$ cat src/sv/rrs_pkg.sv
// Shared types, constants and helper functions of the repeat run suppressor.
`default_nettype none

package rrs_pkg;

  localparam int COUNT_BITS = 16;
  localparam int CountWidth = (COUNT_BITS > 16) ? 16 : COUNT_BITS;
  localparam logic [CountWidth-1:0] CountMax = '1;

  localparam int CntDigits = 5;
  localparam int ValDigits = 3;

  localparam logic [7:0] NewlineByte = 8'd10;
  localparam logic [7:0] KeepLimitReset = 8'd10;
  localparam logic [7:0] AsciiZero = 8'h30;
  localparam logic [7:0] OpenBracket = 8'h5B;
  localparam logic [7:0] CloseBracket = 8'h5D;
  localparam logic [7:0] AsciiSpace = 8'h20;

  localparam logic [2:0] MoreLen = 3'd6;
  localparam logic [2:0] BytesLen = 3'd7;

  typedef logic [3:0] bcd_t;
  typedef bcd_t [CntDigits-1:0] cnt_bcd_t;
  typedef bcd_t [ValDigits-1:0] val_bcd_t;

  typedef struct packed {
    logic       marker;
    logic [7:0] data;
    cnt_bcd_t   cnt_digits;
    logic [2:0] cnt_len;
    val_bcd_t   val_digits;
    logic [1:0] val_len;
  } job_t;

  function automatic cnt_bcd_t bcd_inc(input cnt_bcd_t d);
    cnt_bcd_t r;
    logic     carry;
    r = d;
    carry = 1'b1;
    for (int i = 0; i < CntDigits; i++) begin
      if (carry) begin
        if (d[i] == 4'd9) begin
          r[i] = 4'd0;
        end else begin
          r[i] = d[i] + 4'd1;
          carry = 1'b0;
        end
      end
    end
    return r;
  endfunction

  function automatic logic [2:0] cnt_length(input cnt_bcd_t d);
    logic [2:0] len;
    len = 3'd1;
    for (int i = 1; i < CntDigits; i++) begin
      if (d[i] != 4'd0) begin
        len = 3'(i + 1);
      end
    end
    return len;
  endfunction

  function automatic val_bcd_t byte_to_bcd(input logic [7:0] v);
    logic [19:0] sr;
    sr = {12'd0, v};
    for (int i = 0; i < 8; i++) begin
      if (sr[11:8] >= 4'd5) sr[11:8] = sr[11:8] + 4'd3;
      if (sr[15:12] >= 4'd5) sr[15:12] = sr[15:12] + 4'd3;
      if (sr[19:16] >= 4'd5) sr[19:16] = sr[19:16] + 4'd3;
      sr = sr << 1;
    end
    return sr[19:8];
  endfunction

  function automatic logic [1:0] val_length(input logic [7:0] v);
    logic [1:0] len;
    if (v >= 8'd100) begin
      len = 2'd3;
    end else if (v >= 8'd10) begin
      len = 2'd2;
    end else begin
      len = 2'd1;
    end
    return len;
  endfunction

  function automatic logic [7:0] digit_char(input bcd_t d);
    return AsciiZero | {4'd0, d};
  endfunction

  function automatic logic [7:0] more_char(input logic [2:0] i);
    logic [7:0] c;
    case (i)
      3'd1: c = 8'h6D;
      3'd2: c = 8'h6F;
      3'd3: c = 8'h72;
      3'd4: c = 8'h65;
      default: c = AsciiSpace;
    endcase
    return c;
  endfunction

  function automatic logic [7:0] bytes_char(input logic [2:0] i);
    logic [7:0] c;
    case (i)
      3'd1: c = 8'h62;
      3'd2: c = 8'h79;
      3'd3: c = 8'h74;
      3'd4: c = 8'h65;
      3'd5: c = 8'h73;
      3'd6: c = CloseBracket;
      default: c = AsciiSpace;
    endcase
    return c;
  endfunction

endpackage

`default_nettype wire

$ cat src/sv/rrs_tracker.sv
// Run tracking, drop counting and per-byte job decision.
`default_nettype none

module rrs_tracker (
  input  wire logic          clk,
  input  wire logic          rst,
  input  wire logic [7:0]    in_byte,
  input  wire logic          accept,
  input  wire logic          cfg_valid,
  input  wire logic [7:0]    cfg_limit,
  output rrs_pkg::job_t      job,
  output logic               job_valid
);
  import rrs_pkg::*;

  logic [7:0]            keep_limit;
  logic [7:0]            previous_byte;
  logic                  previous_valid;
  logic [7:0]            run_length;
  logic                  suppressing;
  logic [CountWidth-1:0] dropped_count;
  cnt_bcd_t              count_bcd;

  logic repeat_hit;
  logic keep;

  always_comb begin
    repeat_hit = previous_valid && (in_byte == previous_byte);
    keep = run_length < keep_limit;
    job_valid = !repeat_hit || keep;
    job.marker = !repeat_hit && suppressing && (dropped_count != '0);
    job.data = in_byte;
    job.cnt_digits = count_bcd;
    job.cnt_len = cnt_length(count_bcd);
    job.val_digits = byte_to_bcd(previous_byte);
    job.val_len = val_length(previous_byte);
  end

  always_ff @(posedge clk) begin
    if (rst) begin
      keep_limit <= KeepLimitReset;
      previous_byte <= '0;
      previous_valid <= 1'b0;
      run_length <= '0;
      suppressing <= 1'b0;
      dropped_count <= '0;
      count_bcd <= '0;
    end else begin
      if (cfg_valid) begin
        keep_limit <= cfg_limit;
      end
      if (accept) begin
        if (in_byte == NewlineByte) begin
          previous_byte <= '0;
          previous_valid <= 1'b0;
          run_length <= '0;
          suppressing <= 1'b0;
          dropped_count <= '0;
          count_bcd <= '0;
        end else if (repeat_hit) begin
          if (keep) begin
            run_length <= run_length + 8'd1;
          end else begin
            suppressing <= 1'b1;
            if (dropped_count != CountMax) begin
              dropped_count <= dropped_count + CountWidth'(1);
              count_bcd <= bcd_inc(count_bcd);
            end
          end
        end else begin
          previous_byte <= in_byte;
          previous_valid <= 1'b1;
          run_length <= 8'd1;
          suppressing <= 1'b0;
          dropped_count <= '0;
          count_bcd <= '0;
        end
      end
    end
  end

endmodule

`default_nettype wire

$ cat src/sv/rrs_emitter.sv
// Marker and byte sequencer with the registered output beat.
`default_nettype none

module rrs_emitter (
  input  wire logic          clk,
  input  wire logic          rst,
  input  wire rrs_pkg::job_t job,
  input  wire logic          job_valid,
  input  wire logic          accept,
  output logic               job_ready,
  input  wire logic          out_stall,
  output logic               out_valid,
  output logic [7:0]         out_byte,
  output logic               last_of_run
);
  import rrs_pkg::*;

  typedef enum logic [2:0] {
    PH_IDLE,
    PH_OPEN,
    PH_COUNT,
    PH_MORE,
    PH_VAL,
    PH_BYTES,
    PH_BYTE
  } phase_t;

  phase_t     phase;
  phase_t     phase_next;
  logic [2:0] idx;
  logic [2:0] idx_next;
  job_t       cur;
  logic [7:0] char_sel;
  logic       out_load;

  assign out_load = !out_valid || !out_stall;
  assign job_ready = (phase == PH_IDLE) || ((phase == PH_BYTE) && out_load);

  always_comb begin
    char_sel = cur.data;
    phase_next = PH_IDLE;
    idx_next = idx;
    case (phase)
      PH_OPEN: begin
        char_sel = OpenBracket;
        phase_next = PH_COUNT;
        idx_next = cur.cnt_len - 3'd1;
      end
      PH_COUNT: begin
        char_sel = digit_char(cur.cnt_digits[idx]);
        if (idx == 3'd0) begin
          phase_next = PH_MORE;
        end else begin
          phase_next = PH_COUNT;
          idx_next = idx - 3'd1;
        end
      end
      PH_MORE: begin
        char_sel = more_char(idx);
        if (idx == MoreLen - 3'd1) begin
          phase_next = PH_VAL;
          idx_next = {1'b0, cur.val_len} - 3'd1;
        end else begin
          phase_next = PH_MORE;
          idx_next = idx + 3'd1;
        end
      end
      PH_VAL: begin
        char_sel = digit_char(cur.val_digits[idx[1:0]]);
        if (idx == 3'd0) begin
          phase_next = PH_BYTES;
        end else begin
          phase_next = PH_VAL;
          idx_next = idx - 3'd1;
        end
      end
      PH_BYTES: begin
        char_sel = bytes_char(idx);
        if (idx == BytesLen - 3'd1) begin
          phase_next = PH_BYTE;
        end else begin
          phase_next = PH_BYTES;
          idx_next = idx + 3'd1;
        end
      end
      PH_BYTE: begin
        char_sel = cur.data;
        phase_next = PH_IDLE;
      end
      default: begin
        char_sel = cur.data;
        phase_next = PH_IDLE;
      end
    endcase
  end

  always_ff @(posedge clk) begin
    if (rst) begin
      phase <= PH_IDLE;
      idx <= '0;
      out_valid <= 1'b0;
    end else begin
      if ((phase != PH_IDLE) && out_load) begin
        out_byte <= char_sel;
        last_of_run <= (phase == PH_BYTE);
        out_valid <= 1'b1;
      end else if (!out_stall) begin
        out_valid <= 1'b0;
      end
      if (accept && job_valid) begin
        cur <= job;
        phase <= job.marker ? PH_OPEN : PH_BYTE;
        idx <= '0;
      end else if ((phase != PH_IDLE) && out_load) begin
        phase <= phase_next;
        idx <= idx_next;
      end
    end
  end

endmodule

`default_nettype wire

$ cat src/sv/repeat_run_suppressor_unit.sv
// Top level of the repeat run suppressor: byte in, passed bytes and markers out.
//
//   channel  signals                          direction  beat
//   in       in_valid, in_stall, in_byte      input      one stream byte
//   out      out_valid, out_stall, out_byte,  output     one output character
//            last_of_run
//   cfg      cfg_valid, cfg_ready,            input      run keep limit write
//            run_keep_limit
//
// A byte that passes yields one output character and a dropped byte none; a
// byte that flushes a marker yields the marker characters and then itself (up
// to 23 characters), sent through the single output register of the sequencer.
// Reset is synchronous; the keep limit returns to 10 and run tracking clears.
// out_stall holds the output beat and, once the sequencer has a job waiting,
// raises in_stall; a new byte is taken in the cycle its predecessor's last
// beat is loaded.
`default_nettype none

module repeat_run_suppressor_unit (
  input  wire logic       clk,
  input  wire logic       rst,
  input  wire logic       in_valid,
  output logic            in_stall,
  input  wire logic [7:0] in_byte,
  output logic            out_valid,
  input  wire logic       out_stall,
  output logic [7:0]      out_byte,
  output logic            last_of_run,
  input  wire logic       cfg_valid,
  output logic            cfg_ready,
  input  wire logic [7:0] run_keep_limit
);
  import rrs_pkg::*;

  job_t job;
  logic job_valid;
  logic job_ready;
  logic accept;

  assign in_stall = !job_ready;
  assign accept = in_valid && job_ready;
  assign cfg_ready = 1'b1;

  rrs_tracker u_tracker (
    .clk       (clk),
    .rst       (rst),
    .in_byte   (in_byte),
    .accept    (accept),
    .cfg_valid (cfg_valid),
    .cfg_limit (run_keep_limit),
    .job       (job),
    .job_valid (job_valid)
  );

  rrs_emitter u_emitter (
    .clk         (clk),
    .rst         (rst),
    .job         (job),
    .job_valid   (job_valid),
    .accept      (accept),
    .job_ready   (job_ready),
    .out_stall   (out_stall),
    .out_valid   (out_valid),
    .out_byte    (out_byte),
    .last_of_run (last_of_run)
  );

endmodule

`default_nettype wire
$ cat config.mk
export PLATFORM = sky130hd
export DESIGN_NAME = repeat_run_suppressor_unit
export DESIGN_NICKNAME = d
export VERILOG_FILES = /design/src/sv/rrs_pkg.sv /design/src/sv/rrs_tracker.sv /design/src/sv/rrs_emitter.sv /design/src/sv/repeat_run_suppressor_unit.sv
export SDC_FILE = /design/constraint.sdc
export NUM_CORES = 1
export LEC_CHECK = 0
export BUFFER_PORTS_ARGS = -buffer_cell sky130_fd_sc_hd__buf_2
export CORE_UTILIZATION = 65
export DETAILED_ROUTE_END_ITERATION = 8
export PLACE_DENSITY = 0.85
export SETUP_SLACK_MARGIN = 0.5
export SYNTH_ARGS = -nofsm -noshare
export SYNTH_HDL_FRONTEND = slang
export SYNTH_SLANG_ARGS = --single-unit
$ cat constraint.sdc
create_clock -name clk -period 12.8 [get_ports clk]
set_clock_uncertainty 0.15 [all_clocks]
set_input_delay 0.64 -clock clk [delete_from_list [all_inputs] [get_ports clk]]
set_output_delay 0.64 -clock clk [all_outputs]
set_load 0.05 [all_outputs]
# Word-level counts from Yosys, hierarchy flattened
# Cells that the tools add are included.
# Widths: inputs -> output; s select.
# classes
eq_ne	31
magnitude_cmp	23
muxes	101
n_addsub	29
reduce_logical	38
bitwise_logic	1
# ops
cell	count
$mux 4	23
$mux 20	4
$mux 16	4
$ge 4x3->1 const B	15
$add 4x2->4 const B	11
$pmux 7 s6	1
$mux 1	41
$mux 8	5
$pmux 8 s5	1
$mux 3	13
$pmux 7 s4	1
$ne 3x3->1 const B	7
$add 4x1->4 const B	5
$eq 4x4->1 const B	5
$reduce_and 4->1	5
$reduce_bool 4->1	5
$eq 3x3->1 const B	6
$add 16x1->16 const B	1
$ne 16x16->1 const B	1
$reduce_bool 16->1	1
$pmux 3 s5	1
$add 3x2->3 const B	4
$bmux 4 s3	1
$eq 3x2->1 const B	4
31 further kinds	58
# word_totals
wordCells	251
input_bits	21
register_bits	123
output_inout_bits	12

# Logic depth before layout (Yosys ltp)
# depth
word_depth	34
mapped_depth	22
ltp_nobuf	21

# Cells and area by module
# A second synthesis with hierarchy kept.
# hier_totals
cells_unflattened	829
area_unflattened_um2	7523.5
# by_module_without_submodules
module	seq_area_each_um2	n_inst	cells_each	area_each_um2
rrs_tracker	1241.2	1	581	4551.9
rrs_emitter	1761.7	1	244	2950.3
repeat_run_suppressor_unit	0.0	1	4	21.3

# Worst setup path after synthesis
# No wires, ideal clock.
# synth_path
path_kind	flip-flop to flip-flop
from	reg u_tracker.previous_byte[6]
to	reg u_emitter.cur[8] (netlist name), data pin
required_ps	12396
setup_ps	254
stages_incl_launch_ff	23
t_arrival_ps	3916
setup_slack_ps	8480
period_less_slack_ps	4320
path_buffers	1
cell_sequence	dfxtp_1 buf_6 inv_1 ha_1 o21ai_2 xnor2_2 ha_1 or2b_4 a32oi_4 xnor2_2 ha_1 and2b_2 nand2b_1 mux2i_2 inv_1 nand2_1 ha_1 a21oi_1 nor2_1 a21oi_1 nand2b_1 nand2b_1 a21o_1
# synth_lines
element	line_no	text
start: declaration	rrs_tracker.sv:17	logic [7:0] previous_byte;
start signal: assignment	rrs_tracker.sv:71	previous_byte <= in_byte;
end signal: assignment	rrs_emitter.sv:111	cur <= job;
end: declaration	rrs_emitter.sv:32	job_t cur;

==> flow_summary.toml <==
[outcome]
status = "finished clean"

[critical_path]
reg2reg_depth = 21
critical_path_class = "reg -> reg"
critPathArrivalTime_ps = 5130
rr_endpoint = "u_emitter.cur[8]"
r2r_slack_ps = 7690
path_max_fanout = 11
startpoint_type = "register"
cp.required_ps = 12820
cp-end-kind = "register"
crit_end = "u_emitter.cur[8]"
r2r-start = "u_tracker.previous_byte[6]"
critPathLaunch = "u_tracker.previous_byte[6]"

[power]
power_leakage_nw = 3.018
vdd_drop_max_mv = 0.2009
powerDensity_nw_per_um2 = 197.8

[placement]
portBuffers = 31
pre_cts_slack_ps = 7802
gp_congestion = 0.9171
hpwl_um = 12250

[finish]
antenna_cells = 0
layout-drive-gt1-share_pct = 11.66
nFillCells = 730
area_delta_synth_final_pct = 10.23
final_nets = 901

[detailed_routing]
wl_um = 17960
wl_per_cell_um = 18.16
drc_errors = 0
num_vias = 6570
first_pass_iters = 5
detail_route.iter0.violations = 657
via_per_inst = 6.643
postRouteAntennaNets = 0

[worst_hold_path]
hold_class = "in -> reg"
worstHoldStart = "run_keep_limit[1]"

[sta]
period_share_pct = 39.93
setup_slack_ps = 7689
rsz0062_at_grt = "false"
setup_viol = 0
relSlewSlack_pct = 35.82
fmax_mhz = 195.7
drv_slew = 0
finalHoldViolCount = 0
worst_pin_slew_ps = 959.2
period_needed_ps = 5111
tns_ps = 0

[yosys]
syn_nets = 890
yosys_warnings = 0
syn_avg_cell_area_sq_um = 8.984
netlist_top_cells_area = "edfxtp_1 (21%), dfxtp_1 (19%), ha_1 (7.4%)"
syn_inst = 825
async_reset_ff_share_pct = 0
ys.flop_type = "dfxtp_1"
yosysSeqAreaShare_pct = 39.70
synth_area_sq_um = 7412
synth_top_area_share_pct = 21.07
synth_enable_flop_cells = 52
synth_cell_types = 89
netlist_top_cells_count = "nor2_1 (81), dfxtp_1 (69), nand2_1 (66), a21oi_1 (64), edfxtp_1 (52)"
synth_most_common_cell = "nor2_1"
yosys.area.top_type = "edfxtp_1"
synth_seq_cells = 121

[global_routing]
grt_max_degree = 52
grt_pass1_vias = 6205
antenna_found_initial = 0
grt_overflow = 0
grt_usage_pct = 32.18
grt_pass1_wl_um = 29750

[clocking]
cts_setup_buffers = 0
cts-root-buf = "clkbuf_16"
clk_pin_slew_ps = 50
cts_hold_buf = 0
cts_made_buffers = 17
clockBufferDepth = 2
cts.sinks = 121
clock_latency_ps = 420
cts_tree = "done"
htree_levels = 4
cts_resized = 0

[floorplanning]
ios = 33
num_rows = 38
die_h_um = 108.8
initial_core_util_pct = 67.49
die_w_um = 108.8
dieArea_sq_um = 11830
core_area_sq_um = 10980

[run]
max_cap_violations = 0
[report_power, final]
part	switching (mW)	total [mW]	leakage [nW]	internal (mW)
Combinational	0.390	0.590	1.68	0.200
Clock	0.168	0.490	0.287	0.322
Sequential	0.0596	0.535	1.05	0.476
[worst min path at each step]
| stage | cells after the start | slack, ps | end |
|---|---|---|---|
| global placement | 2 | 300 | u_tracker.suppressing |
| detailed placement | 2 | 310 | u_tracker.suppressing |
| CTS | 3 | 300 | u_tracker.keep_limit[1] |
| finish | 3 | 310 | u_tracker.keep_limit[1] |
| floorplan | 2 | 290 | u_tracker.suppressing |
| global route | 1 | 320 | u_emitter.cur[41] |
[metal layers]
metal,part of all wire [%],GRT usage (%)
met3,7.8,6.455
met5,0,0
met1,41,41.09
met4,3.4,15.93
met2,48,51.99
[flip-flops by register name, summed over array words and instances, names as in the netlist]
| signal | flops |
|---|---|
| u_emitter.cur | 43 |
| u_emitter.idx | 3 |
| u_emitter.last_of_run | 1 |
| u_emitter.out_byte | 8 |
| u_emitter.out_valid | 1 |
| u_emitter.phase | 3 |
| u_tracker.dropped_count | 16 |
| u_tracker.job | 20 |
| u_tracker.keep_limit | 8 |
| u_tracker.previous_byte | 8 |
| u_tracker.previous_valid | 1 |
| u_tracker.run_length | 8 |
| u_tracker.suppressing | 1 |
[cells by family after synthesis]
group           Yosys count  synth area share, %
simple gates            294                20.80
compound gates          231                20.51
flops                   121                39.70
buf+inv                  89                5.047
fa+ha+maj                44                7.427
mux                      26                3.714
xor+xnor                 19                2.751
other cells               1              0.05059
[worst max-delay path, cell delays in order, from the launching register on]
cell and delay, ps:
dfxtp_1 570, inv_1 190, ha_1 320, o21ai_2 190, xnor2_2 180, ha_1 230
or2b_4 280, a32oi_4 260, xnor2_2 220, ha_1 270, and2b_2 230, nand2b_1 150
mux2i_2 120, inv_1 90, nand2_1 60, ha_1 230, a21oi_1 300, nor2_1 70
a21oi_1 290, nand2b_1 200, nand2b_1 70, a21o_1 190
[placed cells by master, fill, tap and decap left out, types with 13 or more instances in the layout]
cell,count
o211ai_1,13
ha_1,44
nand2_1,66
nor2_1,81
o21ai_0,41
or4_1,16
buf_2,31
nor3_1,25
mux2i_1,19
clkbuf_16,17
dfxtp_1,69
nand4_1,17
edfxtp_1,52
a31oi_1,20
nand3_1,27
a21oi_1,64
inv_1,42
o31ai_1,14
[through the flow]
step | power, mW | cells | instance area, sq um | hold slack [ps] | util (%)
finish | 1.616 | 989 | 8170 | 308.8 | 74.39
global route | 1.693 | 989 | 8170 | 318.4 | 74.39
CTS | 1.604 | 989 | 8170 | 300.7 | 74.39
detailed placement | 1.113 | 957 | 7576 | 313.2 | 68.98
global placement | 1.087 | 957 | 7576 | 303.4 | 68.98
floorplan | 0.9812 | 825 | 7412 | 287.0 | -
[cell type report]
class / count / area, sq um / area share [%]
Sequential cell: 121 / 2943 / 36.02
Clock buffer: 21 / 440.4 / 5.390
Clock inverter: 11 / 153.9 / 1.884
Tap cell: 140 / 175.2 / 2.144
Inverter: 45 / 168.9 / 2.067
Multi-Input combinational cell: 615 / 4096 / 50.14
Timing Repair Buffer: 36 / 192.7 / 2.358
Power figures use the tool's default switching activity.
